===== src/design/ppmsfd_pkg.sv =====
// Package for the PPM-sum frame decoder: register codes, reset values, filter codes,
// and the command and configuration types passed between the front, queue and back.
// No dependencies.
package ppmsfd_pkg;

    localparam int DATA_W      = 16;
    localparam int CFG_IDX_W   = 3;
    localparam int MINCH_W     = 4;
    localparam int MODE_W      = 2;
    localparam int CMD_IDX_W   = 4;
    localparam int CH_OUT_W    = 3;
    localparam int QUEUE_DEPTH = 4;
    localparam int QPTR_W      = 2;
    localparam int QCNT_W      = 3;

    // configuration register indexes
    localparam logic [CFG_IDX_W-1:0] REG_MIN_PULSE = 3'd0;
    localparam logic [CFG_IDX_W-1:0] REG_MAX_PULSE = 3'd1;
    localparam logic [CFG_IDX_W-1:0] REG_MIN_SYNC  = 3'd2;
    localparam logic [CFG_IDX_W-1:0] REG_MIN_CHANS = 3'd3;
    localparam logic [CFG_IDX_W-1:0] REG_FILTER    = 3'd4;
    localparam logic [CFG_IDX_W-1:0] REG_JITTER    = 3'd5;

    localparam logic [DATA_W-1:0]  RST_MIN_PULSE = 16'd1800;
    localparam logic [DATA_W-1:0]  RST_MAX_PULSE = 16'd4200;
    localparam logic [DATA_W-1:0]  RST_MIN_SYNC  = 16'd5000;
    localparam logic [MINCH_W-1:0] RST_MIN_CHANS = 4'd4;
    localparam logic [MODE_W-1:0]  RST_FILTER    = 2'd0;
    localparam logic [DATA_W-1:0]  RST_JITTER    = 16'd4;

    // filter modes; the spare code behaves as FILT_NONE
    localparam logic [MODE_W-1:0] FILT_NONE   = 2'd0;
    localparam logic [MODE_W-1:0] FILT_AVG    = 2'd1;
    localparam logic [MODE_W-1:0] FILT_JITTER = 2'd2;

    typedef enum logic [1:0] {
        OP_STORE,
        OP_PUBLISH,
        OP_FAIL
    } cmd_op_t;

    typedef struct packed {
        cmd_op_t               op;
        logic [CMD_IDX_W-1:0]  index;
        logic [DATA_W-1:0]     width;
    } cmd_t;

    typedef struct packed {
        logic [DATA_W-1:0]  min_pulse;
        logic [DATA_W-1:0]  max_pulse;
        logic [DATA_W-1:0]  min_sync;
        logic [MINCH_W-1:0] min_channels;
        logic [MODE_W-1:0]  filter_mode;
        logic [DATA_W-1:0]  jitter;
    } cfg_t;

    typedef struct packed {
        logic full;
        logic empty;
    } q_status_t;

endpackage


===== src/design/ppmsfd_front.sv =====
// Front end of the PPM-sum decoder: edge detection, width measurement, sync tracking
// and classification into store / publish / fail commands. Uses ppmsfd_pkg.
module ppmsfd_front #(
    parameter int N_CHANNELS = 8
) (
    input  logic                      aclk,
    input  logic                      aresetn,
    input  ppmsfd_pkg::cfg_t          cfg,
    input  logic                      s_valid,
    output logic                      s_ready,
    input  logic [15:0]               s_capture_time,
    input  logic                      s_line_level,
    input  ppmsfd_pkg::q_status_t     q_status,
    output logic                      push,
    output ppmsfd_pkg::cmd_t          push_cmd
);

    localparam int CNT_W = $clog2(N_CHANNELS + 2);
    localparam int CMP_W = (CNT_W > ppmsfd_pkg::MINCH_W) ? CNT_W : ppmsfd_pkg::MINCH_W;

    logic                          prev_level_reg, prev_level_next;
    logic [ppmsfd_pkg::DATA_W-1:0] last_edge_reg, last_edge_next;
    logic [CNT_W-1:0]              count_reg, count_next;
    logic                          synced_reg, synced_next;

    logic                          accept;
    logic                          rise;
    logic [ppmsfd_pkg::DATA_W-1:0] width;
    logic                          good;
    logic                          is_sync;
    logic                          enough;

    assign s_ready = !q_status.full;
    assign accept  = s_valid && s_ready;
    assign rise    = s_line_level && !prev_level_reg;
    assign width   = s_capture_time - last_edge_reg;
    assign good    = (width < cfg.max_pulse) && (width > cfg.min_pulse) && synced_reg;
    assign is_sync = width > cfg.min_sync;
    assign enough  = CMP_W'(count_reg) >= CMP_W'(cfg.min_channels);

    always_comb begin
        prev_level_next = prev_level_reg;
        last_edge_next  = last_edge_reg;
        count_next      = count_reg;
        synced_next     = synced_reg;
        push            = 1'b0;
        push_cmd.op     = ppmsfd_pkg::OP_FAIL;
        push_cmd.index  = '0;
        push_cmd.width  = width;
        if (accept) begin
            prev_level_next = s_line_level;
            if (rise) begin
                last_edge_next = s_capture_time;
                priority if (good) begin
                    if (count_reg < CNT_W'(N_CHANNELS)) begin
                        push           = 1'b1;
                        push_cmd.op    = ppmsfd_pkg::OP_STORE;
                        push_cmd.index = ppmsfd_pkg::CMD_IDX_W'(count_reg);
                    end
                    count_next = count_reg + 1'b1;
                    // one channel too many: drop sync
                    if (count_reg == CNT_W'(N_CHANNELS)) begin
                        synced_next = 1'b0;
                    end
                end else if (is_sync && !synced_reg) begin
                    synced_next = 1'b1;
                    count_next  = '0;
                end else if (is_sync) begin
                    push        = 1'b1;
                    push_cmd.op = enough ? ppmsfd_pkg::OP_PUBLISH : ppmsfd_pkg::OP_FAIL;
                    count_next  = '0;
                end else begin
                    push        = 1'b1;
                    push_cmd.op = ppmsfd_pkg::OP_FAIL;
                    count_next  = '0;
                    synced_next = 1'b0;
                end
            end
        end
    end

    always_ff @(posedge aclk) begin
        if (!aresetn) begin
            prev_level_reg <= 1'b0;
            last_edge_reg  <= '0;
            count_reg      <= '0;
            synced_reg     <= 1'b0;
        end else begin
            prev_level_reg <= prev_level_next;
            last_edge_reg  <= last_edge_next;
            count_reg      <= count_next;
            synced_reg     <= synced_next;
        end
    end

    a_count_bound: assert property (@(posedge aclk) disable iff (!aresetn)
        count_reg <= CNT_W'(N_CHANNELS + 1))
        else $error("channel count beyond limit");

    a_overflow_unsynced: assert property (@(posedge aclk) disable iff (!aresetn)
        (count_reg > CNT_W'(N_CHANNELS)) |-> !synced_reg)
        else $error("still synced after channel overflow");

endmodule


===== src/design/ppmsfd_queue.sv =====
// Short command queue between the decoder front and back ends.
// Uses ppmsfd_pkg for the command type and depth.
module ppmsfd_queue (
    input  logic                  aclk,
    input  logic                  aresetn,
    input  logic                  push,
    input  ppmsfd_pkg::cmd_t      push_cmd,
    input  logic                  pop,
    output ppmsfd_pkg::cmd_t      head,
    output ppmsfd_pkg::q_status_t status
);

    ppmsfd_pkg::cmd_t                q_mem [ppmsfd_pkg::QUEUE_DEPTH];
    logic [ppmsfd_pkg::QPTR_W-1:0]   wr_ptr_reg;
    logic [ppmsfd_pkg::QPTR_W-1:0]   rd_ptr_reg;
    logic [ppmsfd_pkg::QCNT_W-1:0]   fill_reg;

    assign head         = q_mem[rd_ptr_reg];
    assign status.full  = fill_reg == ppmsfd_pkg::QCNT_W'(ppmsfd_pkg::QUEUE_DEPTH);
    assign status.empty = fill_reg == '0;

    always_ff @(posedge aclk) begin
        if (push) begin
            q_mem[wr_ptr_reg] <= push_cmd;
        end
    end

    always_ff @(posedge aclk) begin
        if (!aresetn) begin
            wr_ptr_reg <= '0;
            rd_ptr_reg <= '0;
            fill_reg   <= '0;
        end else begin
            if (push) begin
                wr_ptr_reg <= wr_ptr_reg + 1'b1;
            end
            if (pop) begin
                rd_ptr_reg <= rd_ptr_reg + 1'b1;
            end
            unique case ({push, pop})
                2'b10:   fill_reg <= fill_reg + 1'b1;
                2'b01:   fill_reg <= fill_reg - 1'b1;
                default: fill_reg <= fill_reg;
            endcase
        end
    end

    a_no_push_full: assert property (@(posedge aclk) disable iff (!aresetn)
        push |-> !status.full)
        else $error("push into full queue");

    a_no_pop_empty: assert property (@(posedge aclk) disable iff (!aresetn)
        pop |-> !status.empty)
        else $error("pop from empty queue");

endmodule


===== src/design/ppmsfd_back.sv =====
// Back end of the PPM-sum decoder: working width store, filters (with a reciprocal
// multiply for the weighted average) and the result output register. Uses ppmsfd_pkg.
module ppmsfd_back #(
    parameter int N_CHANNELS     = 8,
    parameter int AVERAGE_WEIGHT = 1
) (
    input  logic                      aclk,
    input  logic                      aresetn,
    input  ppmsfd_pkg::cfg_t          cfg,
    input  ppmsfd_pkg::cmd_t          head,
    input  ppmsfd_pkg::q_status_t     q_status,
    output logic                      pop,
    output logic                      m_valid,
    input  logic                      m_ready,
    output logic                      m_frame_good,
    output logic [2:0]                m_channel_index,
    output logic [15:0]               m_chan_width,
    output logic                      m_last_in_frame
);

    localparam int IDX_W    = (N_CHANNELS > 1) ? $clog2(N_CHANNELS) : 1;
    localparam int N_EMIT   = (N_CHANNELS > 8) ? 8 : N_CHANNELS;
    localparam int EMIT_W   = (N_EMIT > 1) ? $clog2(N_EMIT) : 1;
    localparam int DIVISOR  = AVERAGE_WEIGHT + 1;
    localparam int ACC_W    = ppmsfd_pkg::DATA_W + $clog2(DIVISOR);
    // floor(acc / DIVISOR) equals (acc * RECIP) >> RECIP_SH for every acc below 2**ACC_W
    localparam int RECIP_SH = ACC_W + $clog2(DIVISOR);
    localparam int RECIP    = ((1 << RECIP_SH) + DIVISOR - 1) / DIVISOR;
    localparam int PROD_W   = ACC_W + RECIP_SH;

    typedef enum logic [1:0] {
        S_IDLE,
        S_DIV,
        S_EMIT
    } state_t;

    state_t                        state_reg, state_next;
    logic [EMIT_W-1:0]             k_reg, k_next;
    logic [ACC_W-1:0]              acc_reg, acc_next;
    logic [IDX_W-1:0]              div_idx_reg, div_idx_next;
    logic                          m_valid_reg;
    logic                          m_good_reg;
    logic [ppmsfd_pkg::CH_OUT_W-1:0] m_idx_reg;
    logic [ppmsfd_pkg::DATA_W-1:0] m_width_reg;
    logic                          m_last_reg;

    logic [ppmsfd_pkg::DATA_W-1:0] store [N_CHANNELS];
    logic [IDX_W-1:0]              rd_addr;
    logic [ppmsfd_pkg::DATA_W-1:0] rd_data;
    logic                          we;
    logic [IDX_W-1:0]              waddr;
    logic [ppmsfd_pkg::DATA_W-1:0] wdata;

    logic                          out_free;
    logic                          out_load;
    logic                          out_good;
    logic [ppmsfd_pkg::CH_OUT_W-1:0] out_idx;
    logic [ppmsfd_pkg::DATA_W-1:0] out_width;
    logic                          out_last;

    logic [ppmsfd_pkg::DATA_W-1:0] diff;
    logic [ppmsfd_pkg::DATA_W-1:0] gated;
    logic [PROD_W-1:0]             avg_prod;
    logic                          emit_last;

    assign out_free  = !m_valid_reg || m_ready;
    assign rd_addr   = (state_reg == S_EMIT) ? IDX_W'(k_reg) : head.index[IDX_W-1:0];
    assign rd_data   = store[rd_addr];
    assign diff      = (rd_data > head.width) ? (rd_data - head.width)
                                               : (head.width - rd_data);
    assign gated     = (diff > cfg.jitter) ? head.width : rd_data;
    assign avg_prod  = PROD_W'(acc_reg) * PROD_W'(RECIP);
    assign emit_last = k_reg == EMIT_W'(N_EMIT - 1);

    always_comb begin
        state_next   = state_reg;
        k_next       = k_reg;
        acc_next     = acc_reg;
        div_idx_next = div_idx_reg;
        pop          = 1'b0;
        we           = 1'b0;
        waddr        = head.index[IDX_W-1:0];
        wdata        = head.width;
        out_load     = 1'b0;
        out_good     = 1'b0;
        out_idx      = '0;
        out_width    = '0;
        out_last     = 1'b1;
        unique case (state_reg)
            S_IDLE: begin
                if (!q_status.empty) begin
                    unique case (head.op)
                        ppmsfd_pkg::OP_STORE: begin
                            pop = 1'b1;
                            unique case (cfg.filter_mode)
                                ppmsfd_pkg::FILT_AVG: begin
                                    acc_next = ACC_W'(AVERAGE_WEIGHT) * ACC_W'(rd_data)
                                             + ACC_W'(head.width);
                                    div_idx_next = head.index[IDX_W-1:0];
                                    state_next   = S_DIV;
                                end
                                ppmsfd_pkg::FILT_JITTER: begin
                                    we    = 1'b1;
                                    wdata = gated;
                                end
                                default: begin
                                    we = 1'b1;
                                end
                            endcase
                        end
                        ppmsfd_pkg::OP_PUBLISH: begin
                            pop        = 1'b1;
                            k_next     = '0;
                            state_next = S_EMIT;
                        end
                        default: begin
                            // failure item: hold until the output register is free
                            if (out_free) begin
                                pop      = 1'b1;
                                out_load = 1'b1;
                            end
                        end
                    endcase
                end
            end
            S_DIV: begin
                // truncated average from the registered sum
                we         = 1'b1;
                waddr      = div_idx_reg;
                wdata      = avg_prod[RECIP_SH +: ppmsfd_pkg::DATA_W];
                state_next = S_IDLE;
            end
            S_EMIT: begin
                if (out_free) begin
                    out_load  = 1'b1;
                    out_good  = 1'b1;
                    out_idx   = ppmsfd_pkg::CH_OUT_W'(k_reg);
                    out_width = rd_data;
                    out_last  = emit_last;
                    if (emit_last) begin
                        state_next = S_IDLE;
                    end else begin
                        k_next = k_reg + 1'b1;
                    end
                end
            end
            default: begin
                state_next = S_IDLE;
            end
        endcase
    end

    always_ff @(posedge aclk) begin
        if (!aresetn) begin
            state_reg   <= S_IDLE;
            k_reg       <= '0;
            m_valid_reg <= 1'b0;
        end else begin
            state_reg <= state_next;
            k_reg     <= k_next;
            if (out_load) begin
                m_valid_reg <= 1'b1;
            end else if (m_ready) begin
                m_valid_reg <= 1'b0;
            end
        end
        acc_reg     <= acc_next;
        div_idx_reg <= div_idx_next;
        if (out_load) begin
            m_good_reg  <= out_good;
            m_idx_reg   <= out_idx;
            m_width_reg <= out_width;
            m_last_reg  <= out_last;
        end
    end

    always_ff @(posedge aclk) begin
        if (!aresetn) begin
            for (int i = 0; i < N_CHANNELS; i++) begin
                store[i] <= '0;
            end
        end else if (we) begin
            store[waddr] <= wdata;
        end
    end

    assign m_valid         = m_valid_reg;
    assign m_frame_good    = m_good_reg;
    assign m_channel_index = m_idx_reg;
    assign m_chan_width    = m_width_reg;
    assign m_last_in_frame = m_last_reg;

    a_fail_is_last: assert property (@(posedge aclk) disable iff (!aresetn)
        (m_valid_reg && !m_good_reg) |-> m_last_reg)
        else $error("failure item not marked last");

    a_div_one_cycle: assert property (@(posedge aclk) disable iff (!aresetn)
        (state_reg == S_DIV) |=> (state_reg == S_IDLE))
        else $error("average write took more than one cycle");

endmodule


===== src/design/ppm_sum_frame_decoder_unit.sv =====
// Top level of the PPM-sum frame decoder: configuration registers and the
// front / queue / back chain. Uses ppmsfd_pkg, ppmsfd_front, ppmsfd_queue, ppmsfd_back.
//
//  channel   handshake              payload
//  s_        s_valid / s_ready      s_capture_time[15:0], s_line_level
//  m_        m_valid / m_ready      m_frame_good, m_channel_index[2:0],
//                                   m_chan_width[15:0], m_last_in_frame
//  cfg_      cfg_valid / cfg_ready  cfg_index[2:0], cfg_data[15:0]
//
//  The front takes one pin-change item per cycle while the four-entry command queue has room.
//  The back writes a stored width directly in filter modes none and jitter gate; in
//  weighted-average mode it first registers the sum, then does the reciprocal multiply and write.
//  A publish moves the back to its emit state, which sends min(N_CHANNELS, 8) results, one
//  per cycle while the output register is free; a failure sends one.
//  Reset is synchronous, active low, and clears the working store.
//  A stalled result output holds the back; the front keeps taking items until the queue fills.
module ppm_sum_frame_decoder_unit #(
    parameter int N_CHANNELS     = 8,
    parameter int AVERAGE_WEIGHT = 1
) (
    input  logic        aclk,
    input  logic        aresetn,
    input  logic        s_valid,
    output logic        s_ready,
    input  logic [15:0] s_capture_time,
    input  logic        s_line_level,
    output logic        m_valid,
    input  logic        m_ready,
    output logic        m_frame_good,
    output logic [2:0]  m_channel_index,
    output logic [15:0] m_chan_width,
    output logic        m_last_in_frame,
    input  logic        cfg_valid,
    output logic        cfg_ready,
    input  logic [2:0]  cfg_index,
    input  logic [15:0] cfg_data
);

    ppmsfd_pkg::cfg_t      cfg_reg;
    ppmsfd_pkg::q_status_t q_status;
    ppmsfd_pkg::cmd_t      push_cmd;
    ppmsfd_pkg::cmd_t      head;
    logic                  push;
    logic                  pop;

    assign cfg_ready = 1'b1;

    always_ff @(posedge aclk) begin
        if (!aresetn) begin
            cfg_reg.min_pulse    <= ppmsfd_pkg::RST_MIN_PULSE;
            cfg_reg.max_pulse    <= ppmsfd_pkg::RST_MAX_PULSE;
            cfg_reg.min_sync     <= ppmsfd_pkg::RST_MIN_SYNC;
            cfg_reg.min_channels <= ppmsfd_pkg::RST_MIN_CHANS;
            cfg_reg.filter_mode  <= ppmsfd_pkg::RST_FILTER;
            cfg_reg.jitter       <= ppmsfd_pkg::RST_JITTER;
        end else if (cfg_valid && cfg_ready) begin
            // indexes past the list are dropped
            unique case (cfg_index)
                ppmsfd_pkg::REG_MIN_PULSE: cfg_reg.min_pulse <= cfg_data;
                ppmsfd_pkg::REG_MAX_PULSE: cfg_reg.max_pulse <= cfg_data;
                ppmsfd_pkg::REG_MIN_SYNC:  cfg_reg.min_sync  <= cfg_data;
                ppmsfd_pkg::REG_MIN_CHANS:
                    cfg_reg.min_channels <= cfg_data[ppmsfd_pkg::MINCH_W-1:0];
                ppmsfd_pkg::REG_FILTER:
                    cfg_reg.filter_mode <= cfg_data[ppmsfd_pkg::MODE_W-1:0];
                ppmsfd_pkg::REG_JITTER:    cfg_reg.jitter    <= cfg_data;
                default: ;
            endcase
        end
    end

    ppmsfd_front #(
        .N_CHANNELS(N_CHANNELS)
    ) u_front (
        .aclk           (aclk),
        .aresetn        (aresetn),
        .cfg            (cfg_reg),
        .s_valid        (s_valid),
        .s_ready        (s_ready),
        .s_capture_time (s_capture_time),
        .s_line_level   (s_line_level),
        .q_status       (q_status),
        .push           (push),
        .push_cmd       (push_cmd)
    );

    ppmsfd_queue u_queue (
        .aclk     (aclk),
        .aresetn  (aresetn),
        .push     (push),
        .push_cmd (push_cmd),
        .pop      (pop),
        .head     (head),
        .status   (q_status)
    );

    ppmsfd_back #(
        .N_CHANNELS     (N_CHANNELS),
        .AVERAGE_WEIGHT (AVERAGE_WEIGHT)
    ) u_back (
        .aclk            (aclk),
        .aresetn         (aresetn),
        .cfg             (cfg_reg),
        .head            (head),
        .q_status        (q_status),
        .pop             (pop),
        .m_valid         (m_valid),
        .m_ready         (m_ready),
        .m_frame_good    (m_frame_good),
        .m_channel_index (m_channel_index),
        .m_chan_width    (m_chan_width),
        .m_last_in_frame (m_last_in_frame)
    );

endmodule

===== config.mk =====
export PLATFORM = sky130hd
export DESIGN_NAME = ppm_sum_frame_decoder_unit
export DESIGN_NICKNAME = d
export VERILOG_FILES = /design/src/design/ppmsfd_pkg.sv /design/src/design/ppmsfd_front.sv /design/src/design/ppmsfd_queue.sv /design/src/design/ppmsfd_back.sv /design/src/design/ppm_sum_frame_decoder_unit.sv
export SDC_FILE = /design/constraint.sdc
export NUM_CORES = 1
export LEC_CHECK = 0
export ABC_AREA = 1
export BUFFER_PORTS_ARGS = -buffer_cell sky130_fd_sc_hd__buf_2
export CAP_MARGIN = 15
export CORE_MARGIN = 2
export CORE_UTILIZATION = 57
export CTS_CLUSTER_SIZE = 10
export DETAILED_ROUTE_END_ITERATION = 7
export MAX_ROUTING_LAYER = met4
export PLACE_DENSITY = 0.72
export SYNTH_ARGS = -nofsm -noshare
export SYNTH_HDL_FRONTEND = slang
export SYNTH_SLANG_ARGS = --single-unit

===== constraint.sdc =====
create_clock -name aclk -period 6.9 [get_ports aclk]
set_input_delay 0.69 -clock aclk [delete_from_list [all_inputs] [get_ports aclk]]
set_output_delay 0.69 -clock aclk [all_outputs]
set_load 0.1 [all_outputs]

# ---- Word level (Yosys, flattened, before mapping)
# Memory sizes are Yosys's and may differ from the RTL's. A register that Yosys moved wholly into a read port is not among the register bits.
# Cells that the tools add are included.
dict set report word_totals {
  ff_bits 146
  ram_bits 216
  inputBits 41
  wordCells 159
  mem_count 2
}
dict set report op_classes {
  n_addsub 10
  magnitude_cmp 7
  n_eq_ne 24
  mux 62
  bitwise_logic 1
  reduce_logical 31
}
# name depth width read_ports rd_ports_with_merged_regs wr line
set memory_table {}
lappend memory_table {u_back.store 8 16 1 0 8 ppmsfd_back.sv:47} ;# logic [ppmsfd_pkg::DATA_W-1:0] store [N_CHANNELS];
lappend memory_table {u_queue.q_mem 4 22 1 1 1 ppmsfd_queue.sv:13} ;# ppmsfd_pkg::cmd_t q_mem [ppmsfd_pkg::QUEUE_DEPTH];
# op n
set op_table {}
lappend op_table {{two-way mux 16 bit} 6}
lappend op_table {{greater-than comparator 16 bit} 4}
lappend op_table {{subtractor 16 bit} 3}
lappend op_table {{case mux 16 bit (2 select lines)} 1}
lappend op_table {{two-way mux 1 bit} 27}
lappend op_table {{two-way mux 3 bit} 7}
lappend op_table {{two-way mux 2 bit} 10}
lappend op_table {{two-way mux 6 bit} 3}
lappend op_table {{adder 16 x 16 -> 17 bit} 1}
lappend op_table {{less-than comparator 16 bit} 1}
lappend op_table {{AND reduction 2 bit} 8}
lappend op_table {{OR reduction 16 bit} 1}
lappend op_table {{== test 3 bit (second input constant)} 4}
lappend op_table {{case mux 3 bit (2 select lines)} 2}
lappend op_table {{AND reduction 5 bit} 2}
lappend op_table {{== test 2 x 1 -> 1 bit (second input constant)} 4}
lappend op_table {{two-way mux 4 bit} 2}
lappend op_table {{!= test 2 bit (second input constant)} 4}
lappend op_table {{case mux 2 bit (2 select lines)} 2}
lappend op_table {{AND reduction 4 bit} 2}
lappend op_table {{adder 3 x 1 -> 3 bit (second input constant)} 2}
lappend op_table {{== test 2 bit (second input constant)} 3}
lappend op_table {{== test 3 x 2 -> 1 bit (second input constant)} 2}
lappend op_table {{zero test 3 bit} 2}
lappend op_table {{other kinds (18)} 32}

# ---- Longest topological paths before layout
# An unclocked memory read counts as a cell.
dict set report logic_depth {
  word_depth 12
  ltp_mapped 44
  depth_no_buf 40
}

# ---- Modules after synthesis
# A second synthesis with hierarchy kept.
dict set report unflattened {
  hier_cells 2471
  area_unflattened_um2 21028.9
}
# module instances cells_per_inst area_each_um2 seq_area_each_um2
set by_module_without_submodules {}
lappend by_module_without_submodules {ppmsfd_back 1 1346 11449.7 5165.0}
lappend by_module_without_submodules {ppmsfd_queue 1 270 3734.8 2822.7}
lappend by_module_without_submodules {ppmsfd_front 1 456 3050.4 440.4}
lappend by_module_without_submodules {ppm_sum_frame_decoder_unit 1 399 2793.9 1401.3}

# ---- Least setup slack after synthesis
# No wires, ideal clock.
dict set report synth_timing {
  kind {register -> register}
  startpoint {reg u_back.state_reg[1]}
  endpoint {mem u_back.store[0][10] (netlist name), data pin}
  t_arrival_ps 5077
  required_ps 6636
  setup_slack_ps 1559
  stages_incl_launch_ff 39
  period_less_slack_ps 5341
  cell_sequence {dfxtp_1 inv_1 nor2_2 inv_1 nand3_1 nand2_1 clkbuf_1 nand2_1 nand3_1 nand3_1 nand2_1 inv_1 ha_1 inv_1 fa_1 nand2_1 nand2_1 a21oi_1 [... 3 more ...] nand2_1 clkbuf_1 nand2_1 nand2_1 inv_1 ha_1 nand2_1 inv_1 nand3_1 nor3_1 nand3_1 nand2_1 nand2_1 inv_1 buf_2 nand3_1 nand2_1 a21oi_1}
}
# item line
set synth_rtl {}
lappend synth_rtl {{start: declaration} ppmsfd_back.sv:37} ;# state_t state_reg, state_next;
lappend synth_rtl {{start signal: assignment} ppmsfd_back.sv:159} ;# state_reg <= state_next;
lappend synth_rtl {{end: declaration} ppmsfd_back.sv:47}

==> impl_results.md <==
- Outcome: completed
- Die Span X: roughly 190 microns
- Number of levels the H-tree was split into: 2
- Fraction of layout instances using a drive strength above 1: 0.07343
- Kind of launch point of the worst setup path: flop
- Crit path buffers/inverters: 7
- Worst Path Arrival: ~6.8 ns
- Crit path required time: about 7.3 ns
- GRT Total Usage: 0.3121
- Class of the worst hold path: in2reg
- Floorplan die area: 36340 sq um
- Number of flip-flops in the largest register: 128
- Final wirelength: 54330 microns
- Clk Latency, worst-skew pair: about 0.54 ns
- Multiplexer area fraction after synthesis: 0
- Number of nets with antenna violations after routing: 0
- HPWL reported at the end of detailed placement: ~37000 microns
- Dominant delay contributor by cell family on the critical path: simple AND/OR/NAND/NOR gates
- Via count of the routed design: about 17000
- End point of the critical path: u_back.store[2][9]
- Flop and latch count out of synthesis: 359
- Largest net degree at the start of global routing: between 100 and 150
- Fraction of the yosys area taken by sequential cells: 0.4891
- Post-DR vias/cell: a little under 6
- Number of antenna violations at the first check in global routing: 0
- Clock tree from TritonCTS: built
- Final weighted congestion in routability-driven placement: between 1 and 1.5
- Largest family of logic cells by synthesized area: simple AND/OR/NAND/NOR gates
- Post-Synth Simple-Gate Area: 0.1896
- Worst reg2reg path depth: 33
- Clock input transition at the sequential cells of the worst setup and hold paths: 0.05 ns
- Setup TNS: 0 ns
- Critical Path Max Stage Delay: around 0.5 ns
- Area share of the largest cell type after synthesis: 0.3812
- Wire per inst: 19.05 microns
- Buffers from clock root to sink, at most: 3
- Number of remaining DRC errors: 0
- Critical Path End Type: flop
- Maximum achievable frequency: around 160 MHz
- Final number of setup-violating endpoints: 0
- Die Y-Extent: ~190 microns
- Crit path time final: between 6 and 7 ns
- Effective utilization at floorplan: 0.5761
- Warnings from Yosys: 0
- Critical R2R Launch: u_back.state_reg[1]
- Core region area: between 30000 and 40000 sq um
- Synth area leader: edfxtp_1
- CP startpoint: u_back.state_reg[1]
- Leading cell types by total area after synthesis: edfxtp_1, dfxtp_1, nand2_1, ha_1, a21oi_1
- First DRT Iteration DRCs: about 1800
- CTS Sinks: roughly 360
- Critical Path Most Common Cell: nand2_1
- Final #Nets: 2558
- Unrepaired setup endpoints after global routing: no
- Number of primary I/O pins: between 60 and 70
- Number of placement rows: 68
- Library cell contributing the largest single delay on the critical path: o21ai_0
- Capture point of the worst reg-to-reg path: u_back.store[2][9]
- Max Cap Viol: 0
- Inserted Clock Buffers: 42
- Count of filler cells inserted in the layout: just under 3000
- Reg2reg setup slack: 0.46 ns
- Port Buf Inserts: 63
- Number of stages on the worst setup path: 33
- Syn_nets: about 2500
- Total congestion overflow after global routing: 0
- Worst clock skew on the final layout: 0.01049 ns
- Tcrit/Tclk final: 0.9331
- Synthesized cell area: roughly 20000 sq um
- Compound-Gate Fraction of Synth Area: 0.1340
- Highest-count cells in the layout ignoring fill and taps: nand2_1, a21oi_1, inv_1
- Wire length of the first global-routing pass: roughly 85000 microns
- Slew HR: 0.2305
- Endpoints failing hold: 0
- Post-Synth XOR/XNOR Area: 0.02250
- Avg Cell Area, Syn: roughly 8.5 sq um
- # diodes: 0
- Area overhead of the layout relative to synthesis: 10.32%
- Slew at the pin closest to its max-slew limit: about 1.2 ns
- Worst Path Max Fanout: 30
- Post-synth cell types: 39
- Synthesized instance count: 2322
- Number of pins exceeding their max-slew limit in the final report: 0
- Number of global-route vias before repair: ~16000
- Critical path class: reg2reg
- Clock root buffer: clkbuf_16
- Most common library cell in the layout ignoring fill and taps: nand2_1
- Arithmetic-cell share of the synthesized area counting full adders, half adders and majority gates: 0.09201
- DRT Pass-1 Iters: 6
## cells in the mapped netlist, drive strengths merged
cell,number
a41oi,1
inv,277
nor3,13
nand2,483
dfxtp,107
ha,138
or2,2
o211ai,16
and3,2
o21bai,13
nand3,251
a211oi,2
xnor2,2
a21o,2
o21a,5
edfxtp,252
clkinv,2
nor4,4
xor2,49
fa,5
o21ai,147
clkbuf,54
o2111ai,1
a21oi,311
a31oi,4
buf,38
conb,1
nor2,132
o31ai,3
nand4,5
## worst min-delay path by stage
stage                               from                        end  slack, ns  cells past startpoint
6_report               s_capture_time[0]   u_front.last_edge_reg[0]       0.42                      3
3_5_place_dp   u_front.last_edge_reg[12]  u_front.last_edge_reg[12]       0.45                      2
4_1_cts                s_capture_time[0]   u_front.last_edge_reg[0]       0.40                      3
5_1_grt                s_capture_time[0]   u_front.last_edge_reg[0]       0.43                      3
3_3_place_gp   u_front.last_edge_reg[14]  u_front.last_edge_reg[14]       0.44                      2
2_1_floorplan  u_front.last_edge_reg[10]  u_front.last_edge_reg[10]       0.43                      2
## tightest hold or removal path: stages
cell and delay [ns]:
buf_2 0.08, inv_1 0.04, a21oi_1 0.10
## area by class of cell
class	count	area, sq um	share of cell area
Multi-Input combinational cell	1592	8742	0.3991
Tap cell	455	569.3	0.02599
Inverter	279	1055	0.04816
Clock inverter	2	32.53	0.001485
Timing Repair Buffer	100	615.6	0.02811
Sequential cell	359	9709	0.4433
Clock buffer	65	1179	0.05381
## metrics by stage
| stage | std cells | util | hold slack (ns) | instance area (sq um) | worst slack (ns) |
|---|---|---|---|---|---|
| 6_report | 2852 | 0.6356 | 0.4183 | 21900 | 0.4617 |
| 5_1_grt | 2852 | 0.6356 | 0.4264 | 21900 | 0.01711 |
| 4_1_cts | 2851 | 0.6346 | 0.3961 | 21870 | 0.3111 |
| 3_5_place_dp | 2784 | 0.5995 | 0.4519 | 20660 | 0.3348 |
| 3_3_place_gp | 2784 | 0.5995 | 0.4439 | 20660 | 0.4668 |
| 2_1_floorplan | 2322 | - | 0.4331 | 19850 | 1.559 |
## cells by family after synthesis
family	after synthesis
xor gates and xnor gates	51
DFF	359
other	1
adders and majority gates	143
AOI/OAI and AO/OA	505
buffers and inverters	371
and+or+nand+nor	892
## repair_timing
action,in CTS,in global routing
endpoints found under the setup margin,0,128
setup buffers,0,1
resized for setup,0,8
hold buffers,0,0
## per-layer routing
metal,track usage,routed length [microns],up-vias
met1,0.3861,21440,7692
met3,0.03975,4415,169
met4,0.1470,2618,0
li1,-,-,7956
met5,-,0,-
met2,0.5110,25860,776
Power is left out: the tool's default activity adds up to more than one toggle a clock period on the data nets, which glitch-free logic cannot reach.
